<file path="src/hw/rtl/rlt_pkg.sv">
// Shared types, field widths, register indexes and codes for the redo log
// transaction tracker. No dependencies; every other file in hw/rtl uses it.
package rlt_pkg;

    localparam int ACTION_W    = 2;
    localparam int BLOCK_W     = 32;
    localparam int STATUS_W    = 4;
    localparam int COUNT_W     = 6;
    localparam int LOG_BLK_W   = 16;
    localparam int RESERVE_W   = 6;
    localparam int CFG_IDX_W   = 2;
    localparam int CFG_DATA_W  = 16;

    localparam int DEFAULT_TABLE_DEPTH = 32;

    // Open-op and entry counters saturate here
    localparam logic [COUNT_W-1:0] COUNT_MAX = 6'd63;

    localparam logic [LOG_BLK_W-1:0] LOG_BLOCKS_RST = 16'd33;
    localparam logic [RESERVE_W-1:0] OP_RESERVE_RST = 6'd10;

    // Configuration register indexes
    localparam logic [CFG_IDX_W-1:0] CFG_LOG_BLOCKS = 2'd0;
    localparam logic [CFG_IDX_W-1:0] CFG_OP_RESERVE = 2'd1;

    typedef enum logic [ACTION_W-1:0] {
        ACT_BEGIN       = 2'd0,
        ACT_END         = 2'd1,
        ACT_WRITE       = 2'd2,
        ACT_COMMIT_DONE = 2'd3
    } action_t;

    typedef enum logic [STATUS_W-1:0] {
        ST_GRANTED      = 4'd0,
        ST_WAIT         = 4'd1,
        ST_ABSORBED     = 4'd2,
        ST_APPENDED     = 4'd3,
        ST_TOO_BIG      = 4'd4,
        ST_OUTSIDE      = 4'd5,
        ST_END_IN_CMT   = 4'd6,
        ST_COMMIT_ENTRY = 4'd7,
        ST_ENDED        = 4'd8,
        ST_CLEARED      = 4'd9
    } status_t;

    typedef enum logic [2:0] {
        FSM_IDLE,
        FSM_EXEC,
        FSM_SCAN,
        FSM_RESP,
        FSM_EMIT_RD,
        FSM_EMIT_OUT
    } fsm_t;

endpackage

</file>
<file path="src/hw/rtl/rlt_table.sv">
// Block number table of the redo log tracker: one write port, one read port
// with registered read data. Depends on rlt_pkg for the entry width.
module rlt_table #(
    parameter int DEPTH = rlt_pkg::DEFAULT_TABLE_DEPTH
) (
    input  logic                        clk,
    input  logic                        wr_en,
    input  logic [$clog2(DEPTH)-1:0]    wr_addr,
    input  logic [rlt_pkg::BLOCK_W-1:0] wr_data,
    input  logic                        rd_en,
    input  logic [$clog2(DEPTH)-1:0]    rd_addr,
    output logic [rlt_pkg::BLOCK_W-1:0] rd_data
);

    logic [rlt_pkg::BLOCK_W-1:0] mem [DEPTH];
    logic [rlt_pkg::BLOCK_W-1:0] rd_data_reg;

    always_ff @(posedge clk)
    begin
        if (wr_en)
        begin
            mem[wr_addr] <= wr_data;
        end
        // Hold read data until the next read
        if (rd_en)
        begin
            rd_data_reg <= mem[rd_addr];
        end
    end

    assign rd_data = rd_data_reg;

endmodule

</file>
<file path="src/hw/rtl/redo_log_transaction_tracker.sv">
// Top level of the redo log transaction tracker: sequencer, counters and
// result register. Depends on rlt_pkg and rlt_table.
//
// Input (in_valid/in_ready, action, block_number): one transfer per operation;
//   in_ready is high only while the sequencer is idle.
// Output (out_valid/out_ready, status, entry_block, entry_count, last): one
//   result per operation, except the end of the last open operation, which
//   gives one commit entry per logged block with last set on the final one.
// Configuration (cfg_write, cfg_index, cfg_data): write log_blocks (index 0)
//   or op_reserve (index 1) while idle; other indexes are dropped.
// Sequence: begin, end, commit-done and rejected writes pass through the EXEC
//   and RESP states before their result is loaded. A block write that searches
//   the table adds the SCAN state, with one table read and one 32-bit compare
//   per cycle. A commit reads each entry in EMIT_RD, then loads it into the
//   output register in EMIT_OUT.
// Acceptance: the next operation is taken the cycle after the last result is
//   loaded.
// Reset: rst_n clears counters, flags and out_valid and loads the defaults
//   (33 and 10); the table keeps its contents, only entries below the count
//   are read. Stall: a result waits in the output register until taken; the
//   sequencer holds before loading the next one, but idle it takes new input.
module redo_log_transaction_tracker #(
    parameter int TABLE_DEPTH = rlt_pkg::DEFAULT_TABLE_DEPTH
) (
    input  logic                           clk,
    input  logic                           rst_n,
    // configuration write port
    input  logic                           cfg_write,
    input  logic [rlt_pkg::CFG_IDX_W-1:0]  cfg_index,
    input  logic [rlt_pkg::CFG_DATA_W-1:0] cfg_data,
    // operation input
    input  logic                           in_valid,
    output logic                           in_ready,
    input  logic [rlt_pkg::ACTION_W-1:0]   action,
    input  logic [rlt_pkg::BLOCK_W-1:0]    block_number,
    // result output
    output logic                           out_valid,
    input  logic                           out_ready,
    output logic [rlt_pkg::STATUS_W-1:0]   status,
    output logic [rlt_pkg::BLOCK_W-1:0]    entry_block,
    output logic [rlt_pkg::COUNT_W-1:0]    entry_count,
    output logic                           last
);

    localparam int IDX_W  = $clog2(TABLE_DEPTH);
    localparam int NEED_W = 14;

    // Sequencer and control state
    rlt_pkg::fsm_t                   state_reg, state_next;
    logic [rlt_pkg::COUNT_W-1:0]     count_reg, count_next;
    logic [rlt_pkg::COUNT_W-1:0]     open_reg, open_next;
    logic                            busy_reg, busy_next;
    logic [rlt_pkg::COUNT_W-1:0]     rd_idx_reg, rd_idx_next;
    logic                            pend_reg, pend_next;
    rlt_pkg::status_t                resp_reg, resp_next;
    logic [rlt_pkg::LOG_BLK_W-1:0]   log_blocks_reg;
    logic [rlt_pkg::RESERVE_W-1:0]   op_reserve_reg;
    logic                            out_valid_reg, out_valid_next;

    // Payload registers, no reset
    logic [rlt_pkg::ACTION_W-1:0]    action_reg;
    logic [rlt_pkg::BLOCK_W-1:0]     blk_reg;
    logic [rlt_pkg::STATUS_W-1:0]    out_status_reg, out_status_next;
    logic [rlt_pkg::BLOCK_W-1:0]     out_block_reg, out_block_next;
    logic [rlt_pkg::COUNT_W-1:0]     out_count_reg, out_count_next;
    logic                            out_last_reg, out_last_next;
    logic                            out_load;

    // Table interface
    logic                            tbl_wr_en;
    logic                            tbl_rd_en;
    logic [rlt_pkg::BLOCK_W-1:0]     tbl_rd_data;

    logic                            in_fire;
    logic                            out_free;
    logic [NEED_W-1:0]               need;
    logic                            begin_wait;
    logic                            table_full;
    logic                            issue;
    logic                            hit;
    logic                            emit_last;

    assign in_ready = (state_reg == rlt_pkg::FSM_IDLE);
    assign in_fire  = in_valid && in_ready;
    assign out_free = !out_valid_reg || out_ready;

    // Admission: logged + (open + 1) * reserve against the table depth
    assign need = NEED_W'(count_reg)
                + (NEED_W'(open_reg) + NEED_W'(1)) * NEED_W'(op_reserve_reg);
    assign begin_wait = busy_reg || (open_reg == rlt_pkg::COUNT_MAX)
                     || (need > NEED_W'(TABLE_DEPTH));

    assign table_full = (7'(count_reg) >= 7'(TABLE_DEPTH))
                     || ((17'(count_reg) + 17'd1) >= 17'(log_blocks_reg))
                     || (count_reg == rlt_pkg::COUNT_MAX);

    // Search: issue one read per cycle, compare the previous read's data
    assign issue     = (rd_idx_reg < count_reg);
    assign hit       = pend_reg && (tbl_rd_data == blk_reg);
    assign emit_last = ((rd_idx_reg + 6'd1) == count_reg);

    rlt_table #(
        .DEPTH (TABLE_DEPTH)
    ) u_table (
        .clk     (clk),
        .wr_en   (tbl_wr_en),
        .wr_addr (count_reg[IDX_W-1:0]),
        .wr_data (blk_reg),
        .rd_en   (tbl_rd_en),
        .rd_addr (rd_idx_reg[IDX_W-1:0]),
        .rd_data (tbl_rd_data)
    );

    always_comb
    begin
        state_next      = state_reg;
        count_next      = count_reg;
        open_next       = open_reg;
        busy_next       = busy_reg;
        rd_idx_next     = rd_idx_reg;
        pend_next       = pend_reg;
        resp_next       = resp_reg;
        out_valid_next  = out_valid_reg && !out_ready;
        out_load        = 1'b0;
        out_status_next = out_status_reg;
        out_block_next  = out_block_reg;
        out_count_next  = out_count_reg;
        out_last_next   = out_last_reg;
        tbl_wr_en       = 1'b0;
        tbl_rd_en       = 1'b0;

        case (state_reg)
            rlt_pkg::FSM_IDLE:
            begin
                if (in_fire)
                begin
                    state_next = rlt_pkg::FSM_EXEC;
                end
            end

            rlt_pkg::FSM_EXEC:
            begin
                state_next = rlt_pkg::FSM_RESP;
                case (action_reg)
                    rlt_pkg::ACT_BEGIN:
                    begin
                        if (begin_wait)
                        begin
                            resp_next = rlt_pkg::ST_WAIT;
                        end
                        else
                        begin
                            open_next = open_reg + 6'd1;
                            resp_next = rlt_pkg::ST_GRANTED;
                        end
                    end
                    rlt_pkg::ACT_END:
                    begin
                        if (busy_reg)
                        begin
                            resp_next = rlt_pkg::ST_END_IN_CMT;
                        end
                        else if (open_reg == '0)
                        begin
                            resp_next = rlt_pkg::ST_OUTSIDE;
                        end
                        else if (open_reg != 6'd1)
                        begin
                            open_next = open_reg - 6'd1;
                            resp_next = rlt_pkg::ST_ENDED;
                        end
                        else
                        begin
                            // Last op closed: start the commit
                            open_next = '0;
                            busy_next = 1'b1;
                            resp_next = rlt_pkg::ST_COMMIT_ENTRY;
                            if (count_reg != '0)
                            begin
                                rd_idx_next = '0;
                                state_next  = rlt_pkg::FSM_EMIT_RD;
                            end
                        end
                    end
                    rlt_pkg::ACT_WRITE:
                    begin
                        if (table_full)
                        begin
                            resp_next = rlt_pkg::ST_TOO_BIG;
                        end
                        else if (open_reg == '0)
                        begin
                            resp_next = rlt_pkg::ST_OUTSIDE;
                        end
                        else
                        begin
                            rd_idx_next = '0;
                            pend_next   = 1'b0;
                            state_next  = rlt_pkg::FSM_SCAN;
                        end
                    end
                    default:
                    begin
                        // Commit done; a no-op when no commit is running
                        if (busy_reg)
                        begin
                            count_next = '0;
                            busy_next  = 1'b0;
                        end
                        resp_next = rlt_pkg::ST_CLEARED;
                    end
                endcase
            end

            rlt_pkg::FSM_SCAN:
            begin
                if (hit)
                begin
                    resp_next  = rlt_pkg::ST_ABSORBED;
                    state_next = rlt_pkg::FSM_RESP;
                end
                else if (!issue && !pend_reg)
                begin
                    // Not found: append at the end of the table
                    tbl_wr_en  = 1'b1;
                    count_next = count_reg + 6'd1;
                    resp_next  = rlt_pkg::ST_APPENDED;
                    state_next = rlt_pkg::FSM_RESP;
                end
                else
                begin
                    tbl_rd_en   = issue;
                    pend_next   = issue;
                    rd_idx_next = rd_idx_reg + {5'd0, issue};
                end
            end

            rlt_pkg::FSM_RESP:
            begin
                if (out_free)
                begin
                    out_load        = 1'b1;
                    out_valid_next  = 1'b1;
                    out_status_next = resp_reg;
                    out_block_next  = '0;
                    out_count_next  = count_reg;
                    out_last_next   = 1'b1;
                    state_next      = rlt_pkg::FSM_IDLE;
                end
            end

            rlt_pkg::FSM_EMIT_RD:
            begin
                tbl_rd_en  = 1'b1;
                state_next = rlt_pkg::FSM_EMIT_OUT;
            end

            rlt_pkg::FSM_EMIT_OUT:
            begin
                if (out_free)
                begin
                    out_load        = 1'b1;
                    out_valid_next  = 1'b1;
                    out_status_next = rlt_pkg::ST_COMMIT_ENTRY;
                    out_block_next  = tbl_rd_data;
                    out_count_next  = count_reg;
                    out_last_next   = emit_last;
                    if (emit_last)
                    begin
                        state_next = rlt_pkg::FSM_IDLE;
                    end
                    else
                    begin
                        rd_idx_next = rd_idx_reg + 6'd1;
                        state_next  = rlt_pkg::FSM_EMIT_RD;
                    end
                end
            end

            default:
            begin
                state_next = rlt_pkg::FSM_IDLE;
            end
        endcase
    end

    always_ff @(posedge clk or negedge rst_n)
    begin
        if (!rst_n)
        begin
            state_reg      <= rlt_pkg::FSM_IDLE;
            count_reg      <= '0;
            open_reg       <= '0;
            busy_reg       <= 1'b0;
            rd_idx_reg     <= '0;
            pend_reg       <= 1'b0;
            resp_reg       <= rlt_pkg::ST_GRANTED;
            out_valid_reg  <= 1'b0;
            log_blocks_reg <= rlt_pkg::LOG_BLOCKS_RST;
            op_reserve_reg <= rlt_pkg::OP_RESERVE_RST;
        end
        else
        begin
            state_reg     <= state_next;
            count_reg     <= count_next;
            open_reg      <= open_next;
            busy_reg      <= busy_next;
            rd_idx_reg    <= rd_idx_next;
            pend_reg      <= pend_next;
            resp_reg      <= resp_next;
            out_valid_reg <= out_valid_next;
            if (cfg_write && (cfg_index == rlt_pkg::CFG_LOG_BLOCKS))
            begin
                log_blocks_reg <= cfg_data;
            end
            if (cfg_write && (cfg_index == rlt_pkg::CFG_OP_RESERVE))
            begin
                op_reserve_reg <= cfg_data[rlt_pkg::RESERVE_W-1:0];
            end
        end
    end

    // Capture the operation on transfer; load results when the slot frees
    always_ff @(posedge clk)
    begin
        if (in_fire)
        begin
            action_reg <= action;
            blk_reg    <= block_number;
        end
        if (out_load)
        begin
            out_status_reg <= out_status_next;
            out_block_reg  <= out_block_next;
            out_count_reg  <= out_count_next;
            out_last_reg   <= out_last_next;
        end
    end

    assign out_valid   = out_valid_reg;
    assign status      = out_status_reg;
    assign entry_block = out_block_reg;
    assign entry_count = out_count_reg;
    assign last        = out_last_reg;

endmodule

</file>
<file path="config.mk">
export PLATFORM = sky130hd
export DESIGN_NAME = redo_log_transaction_tracker
export DESIGN_NICKNAME = d
export VERILOG_FILES = /design/src/hw/rtl/rlt_pkg.sv /design/src/hw/rtl/rlt_table.sv /design/src/hw/rtl/redo_log_transaction_tracker.sv
export SDC_FILE = /design/constraint.sdc
export NUM_CORES = 1
export LEC_CHECK = 0
export BUFFER_PORTS_ARGS = -buffer_cell sky130_fd_sc_hd__buf_2
export CORE_MARGIN = 3
export CORE_UTILIZATION = 45
export DETAILED_ROUTE_END_ITERATION = 8
export SYNTH_ARGS = -nofsm -noshare
export SYNTH_HDL_FRONTEND = slang
export SYNTH_SLANG_ARGS = --single-unit
</file>
<file path="constraint.sdc">
create_clock -name clk -period 12.3 [get_ports clk]
set_input_delay 3.075 -clock clk [delete_from_list [all_inputs] [get_ports clk]]
set_output_delay 3.075 -clock clk [all_outputs]
set_load 0.1 [all_outputs]
</file>
== Yosys cells after proc, flatten, opt, wreduce, memory -nomap -nowiden ==
Memories as Yosys holds them, arrays and structs flattened. A register that Yosys moved wholly into a read port is not among the register bits.
Index checks and enable logic that the tools add are counted.
Word-level totals
  register bits: 127
  RAM bits: 1024
  word-level logic and storage cells: 181
  memories: 1
Memories
  u_table.mem: words 32, bits a word 32, rd ports 1, clocked after Yosys merged registers in 1, wr ports 1, RTL line rlt_table.sv:15  | logic [rlt_pkg::BLOCK_W-1:0] mem [DEPTH];
Cells by class
  add/subtract/negate cells: 8
  multiply operators: 1
  $lt $le $gt $ge: 4
  equal/unequal tests: 37
  multiplexer cells: 77
  bitwise operators: 1
  reduce and logical (&&, ||, !) cells: 36
Operator list (number)
  $mux 6: 18
  $mux 32: 2
  $pmux 32 s2: 1
  $mux 4: 9
  $pmux 6 s2: 3
  $eq 32x32->1: 1
  $mux 3: 10
  $ne 2x2->1 const B: 14
  $mux 1: 24
  $ne 3x3->1 const B: 8
  $add 6x1->6 const B: 3
  $pmux 3 s6: 1
  $pmux 6 s3: 1
  $ge 7x16->1: 1
  $pmux 4 s2: 2
  $add 6x1->7 const B: 2
  $add 6x13->14: 1
  $gt 14x6->1 const B: 1
  $mul 7x6->13: 1
  $eq 6x6->1 const B: 2
  $pmux 4 s3: 1
  $reduce_and 12->1: 1
  $reduce_and 5->1: 2
  $pmux 1 s2: 4
  other kinds (30): 51

== Depth between registers and ports, before layout ==
  depth after elaboration: 8
  gate-level depth with buffers: 22
  mapped depth without buffers: 20

== By module ==
From an unflattened synthesis, not the netlist that was laid out.
Second synthesis, totals
  cells, all modules: 3009
  area, all modules: 48876.9 um^2
Modules (own cells, without submodules)
  rlt_table: instances 1, cells each 2260, area each 40812.9 um^2, seq. area each 31710.4 um^2
  redo_log_transaction_tracker: instances 1, cells each 749, area each 8064.0 um^2, seq. area each 3568.4 um^2

== Worst setup path after synthesis ==
No wires, ideal clock.
  path kind: register to register
  start point: reg open_reg[0] (netlist bit)
  end point: reg open_reg[3] (netlist bit)
  arrival: 5.691 ns
  required time: 12.179 ns
  slack: 6.488 ns
  stages on the path, launching flop included: 22
  buffers on the path: 1
  period minus slack after synthesis: 5.812 ns
  cell sequence: dfrtp_1 ha_1 nand3_1 xnor2_1 nand2b_1 fa_1 fa_1 inv_1 fa_1 inv_1 fa_1 inv_1 ha_1 buf_6 a211o_1 a31o_1 a2111o_1 a21o_1 a21bo_2 nor4_4 o21ai_1 a22o_1
On the way
  cells in the longest elaborated chain, start to end: 7
  elaborated cells between the ends (all ways): 19
  classes of those cells: add/sub: 4; mul: 1; order compare: 1; eq/ne: 4; mux: 5; reduce/logical: 4
RTL lines
  start: declaration: RTL line redo_log_transaction_tracker.sv:51  | logic [rlt_pkg::COUNT_W-1:0] open_reg, open_next;
  start signal: assignment: RTL line redo_log_transaction_tracker.sv:306  | open_reg <= open_next;
  $add 6x1->7: RTL line redo_log_transaction_tracker.sv:89  | + (NEED_W'(open_reg) + NEED_W'(1)) * NEED_W'(op_reserve_reg);
  $mul 7x6->13: RTL line redo_log_transaction_tracker.sv:89
  $add 6x13->14: RTL line redo_log_transaction_tracker.sv:89
  $gt 14x6->1: RTL line redo_log_transaction_tracker.sv:91  | || (need > NEED_W'(TABLE_DEPTH));
  $logic_or 1x1->1: RTL line redo_log_transaction_tracker.sv:91
  $ne 2x2->1 (no source line)
  $reduce_and 5->1 (no source line)
Parallel ways exist; a longest one is shown, timed or not. The select of a mux whose other input is x is not followed.
A chain may end at the register's enable or synchronous reset.

== Final worst setup path ==
Ends and elaborated chain as after synthesis.

==> qor.csv <==
stage,metric,value,unit
synthesis,Mapped Area,47780,µm²
floorplan,Ports,102,
power_and_ir_drop,pwr dens,219.6,nW/µm²
setup_path,critical path class,flop to flop,
layout,Finished Layout Cells,3929,
setup_path,R2R Setup Slk,5.75,ns
global_routing,GRT met2 Usage,0.3405,
timing,"Hold Vio Cnt, Final",0,
layout,layout overhead on the synthesized area,13.22,%
global_routing,initial antenna violation count,2,
setup_path,CP Buf/Inv Count,3,
timing,fmax,152.6,MHz
global_routing,Most Crowded Layer GR,met2,
global_routing,total gr overflow,0,
timing,Rel. slew slack,0.1523,
placement,DP HPWL,61.68,mm
setup_path,Worst Path Max Fanout,10,
placement,I/O Buffers,101,
clock_network,Clock Sink Count,1183,
setup_path,Worst EP arrival,7.09,ns
layout,max FFs per register,1024,
routing,vias post-DR,24000,
clock_network,clk buf depth,3,
floorplan,Core ar.,104400,µm²
power_and_ir_drop,Pint,8.191,mW
floorplan,Initial Util,0.4578,
outcome,run status,"complete, no violations",
synthesis,Mapped Cells,2269,
setup_path,Critical Path RT,12.84,ns
layout,layout cells sized above 1,0.2987,
timing,Clock Skews,0.04787,ns
clock_network,cts hold-fix bufs,0,
global_routing,vias in the first global route,24550,
layout,Reg with most FFs,u_table.mem,
timing,Final period util,0.5329,
floorplan,total die area,110100,µm²
routing,1st-iter DRT viols,2768,
synthesis,Yosys cell types,65,
routing,first-pass detailed-route iteration total,5,
setup_path,"slowest stage delay, CP",0.55,ns
clock_network,CTS Buf Count,117,
global_routing,met1 capacity usage during global routing,0.3336,
setup_path,critical-path cell list,ha_1 -> nand3_1 -> xnor2_1 -> nand2b_1 -> fa_1 -> fa_1 -> inv_1 -> fa_1 -> inv_1 -> fa_1 -> inv_1 -> ha_1 -> a211o_1 -> a31o_1 -> a2111o_1 -> a21o_1 -> a21bo_2 -> nor4_4 -> o21ai_1 -> a22o_1,
setup_path,CP startpoint kind,flop,
synthesis,syn avg cell area,21.06,µm²
timing,final setup fails,0,
routing,drt total wl,122.0,mm
power_and_ir_drop,combinational power share,0.283,
synthesis,"FFs w/ async S/R, synth",0.04227,
synthesis,synthesized flop and latch total,1183,
power_and_ir_drop,Switching Share,0.3105,
timing,Final Max Tran Viols,0,
power_and_ir_drop,clock group share of total power,0.290,
clock_network,clock transition at the registers of the reported paths,0.07,ns
synthesis,"Seq/Total Area, Yosys",0.7383,
routing,via-per-instance ratio,6.107,
timing,worst slew pin tran,1.260,ns
worst_hold_path,hold crit path type,flop to flop,
floorplan,Die H,331.9,µm
global_routing,first-pass GRT wire length,176.4,mm
clock_network,post-CTS setup buffer count,0,
timing,final critical-path required period,6.554,ns
power_and_ir_drop,Sw Pwr,3.689,mW
routing,DR WL/cell,31.05,µm
placement,dpl cells,3711,
setup_path,cell mode on critical path,fa_1,
synthesis,yosys warns,0,
global_routing,M3 GR Usage,0.04306,
synthesis,top post-synthesis cells by area,"edfxtp_1 71%, mux4_2 15%, dfrtp_1 2.4%",
power_and_ir_drop,Leak,17.49,nW
floorplan,row count,118,
layout,NumNets Final,2594,
job,max-cap viol count,0,
synthesis,largest area contributor in the netlist,edfxtp_1,
power_and_ir_drop,Seq pwr share,0.427,
global_routing,largest net degree at the start of global routing,67,
setup_path,Worst path slowest cell,fa_1,
clock_network,Worst-Skew Late Latency,0.70,ns
clock_network,H-tree depth,3,
setup_path,CP Capture Type,flop,
timing,unrepaired setup endpoints after global routing,no,
clock_network,Root Buffer,clkbuf_16,
clock_network,cts repair resizes,0,
routing,Remaining DRCs,0,
floorplan,Die Span X,331.9,µm
synthesis,Post-synth EDFFs,1133,
synthesis,share of the synthesized area in the top cell type,0.7120,
timing,Total Neg Setup Slack,0,ns
clock_network,CTS tree,built,
setup_path,Top delay family on crit path,adder cells,
placement,gpl congestion,0.8284,
synthesis,dominant synthesized flop cell,edfxtp_1,
routing,Routed Antenna Nets,0,
power_and_ir_drop,VDD IR max,0.1994,mV
synthesis,Mapped Nets,2413,
global_routing,Tot GR Track Use,0.2225,
[Yosys cell counts, types with 24 or more instances]
| cell type | count |
|---|---|
| edfxtp_1 | 1133 |
| mux4_2 | 320 |
| clkbuf_1 | 71 |
| ha_1 | 63 |
| nor2_1 | 59 |
| nand2_1 | 51 |
| mux2_2 | 50 |
| inv_1 | 49 |
| dfrtp_1 | 46 |
| and3_1 | 39 |
| o21ai_0 | 39 |
| xnor2_1 | 37 |
| nor2b_1 | 29 |
| buf_1 | 27 |
| nand3_1 | 27 |
| fa_1 | 24 |
[per-stage QoR]
step | util | total power [mW] | hold slack [ns] | cell area, µm² | worst slack (ns)
detailed placement | 0.4827 | 8.536 | 0.4708 | 50390 | 5.800
floorplan | - | 7.638 | 0.4231 | 47780 | 6.488
global placement | 0.4827 | 8.465 | 0.4707 | 50390 | 5.925
CTS | 0.5183 | 11.99 | 0.4860 | 54100 | 5.755
global route | 0.5183 | 12.43 | 0.5078 | 54100 | 5.463
finish | 0.5183 | 11.88 | 0.4772 | 54100 | 5.746
[worst register-to-register path, stage by stage (launching register included)]
cell and delay (ns):
dfrtp_1 0.53, ha_1 0.27, nand3_1 0.13, xnor2_1 0.53, nand2b_1 0.22, fa_1 0.47, fa_1 0.55, inv_1 0.05
fa_1 0.48, inv_1 0.05, fa_1 0.48, inv_1 0.05, ha_1 0.37, a211o_1 0.33, a31o_1 0.24, a2111o_1 0.40
a21o_1 0.17, a21bo_2 0.24, nor4_4 0.49, o21ai_1 0.11, a22o_1 0.28
[worst paths after layout]
kind | end | cells past startpoint | from
min | resp_reg[2]$_DFFE_PN0P_ | 2 | resp_reg[2]$_DFFE_PN0P_
max reg2reg | open_reg[3]$_DFFE_PN0P_ | 20 | open_reg[0]$_DFFE_PN0P_
max | open_reg[3]$_DFFE_PN0P_ | 20 | open_reg[0]$_DFFE_PN0P_
min in group asynchronous | log_blocks_reg[11]$_DFFE_PN0P_ | 2 | rst_n
min reg2reg | resp_reg[2]$_DFFE_PN0P_ | 2 | resp_reg[2]$_DFFE_PN0P_
max in group asynchronous | rd_idx_reg[2]$_DFFE_PN0P_ | 2 | rst_n
[cell usage in the layout, fill, tap and decap left out, drive strengths merged, types with 7 or more instances in the layout]
master / synthesis / layout
xnor2: 37 / 37
nor2b: 29 / 29
edfxtp: 1133 / 1133
clkinv: 0 / 55
nand2b: 11 / 11
xor2: 10 / 10
buf: 33 / 166
nand3: 27 / 27
fa: 24 / 24
and3: 39 / 39
a31oi: 8 / 8
a21oi: 23 / 23
mux2: 50 / 50
mux2i: 7 / 7
inv: 49 / 51
o21ai: 42 / 42
dfrtp: 46 / 46
clkbuf: 71 / 150
ha: 63 / 63
nor3: 13 / 13
nor2: 59 / 59
mux4: 320 / 320
bufinv: 0 / 7
nand4: 12 / 12
and2: 21 / 21
nand2: 51 / 51
[area by class of cell]
| class | count | area [µm²] |
|---|---|---|
| inverter | 49 | 186.4 |
| sequential | 1183 | 35290 |
| timing repair buffer | 166 | 993.5 |
| tap | 1380 | 1727 |
| clock buffer | 150 | 3136 |
| multi-input combinational | 933 | 12190 |
| clock inverter | 67 | 574.3 |
| fill | 8107 | 50280 |
| antenna | 1 | 2.502 |
[power by group through the flow]
stage               clock, mW  sequential, mW  combinational [mW]
global route             3.68            5.10                3.65
finish                   3.45            5.07                3.36
global placement            0            5.14                3.33
CTS                      3.51            5.07                3.40
detailed placement          0            5.16                3.38
floorplan                   0            5.30                2.34
[per-layer routing]
metal	wire length [µm]	vias to the layer above
met2	56420	1052
met4	2863	0
met5	0	-
met3	9801	174
met1	52900	13020
li1	-	9749
[logic make-up after synthesis]
logic type,after synthesis,synth area share
buf+inv,153,0.01231
compound gates,138,0.01909
xor+xnor,47,0.008614
mux,377,0.1641
simple gates,284,0.03108
fa+ha+maj,87,0.02655
flops,1183,0.7383
Power figures use the tool's default switching activity.
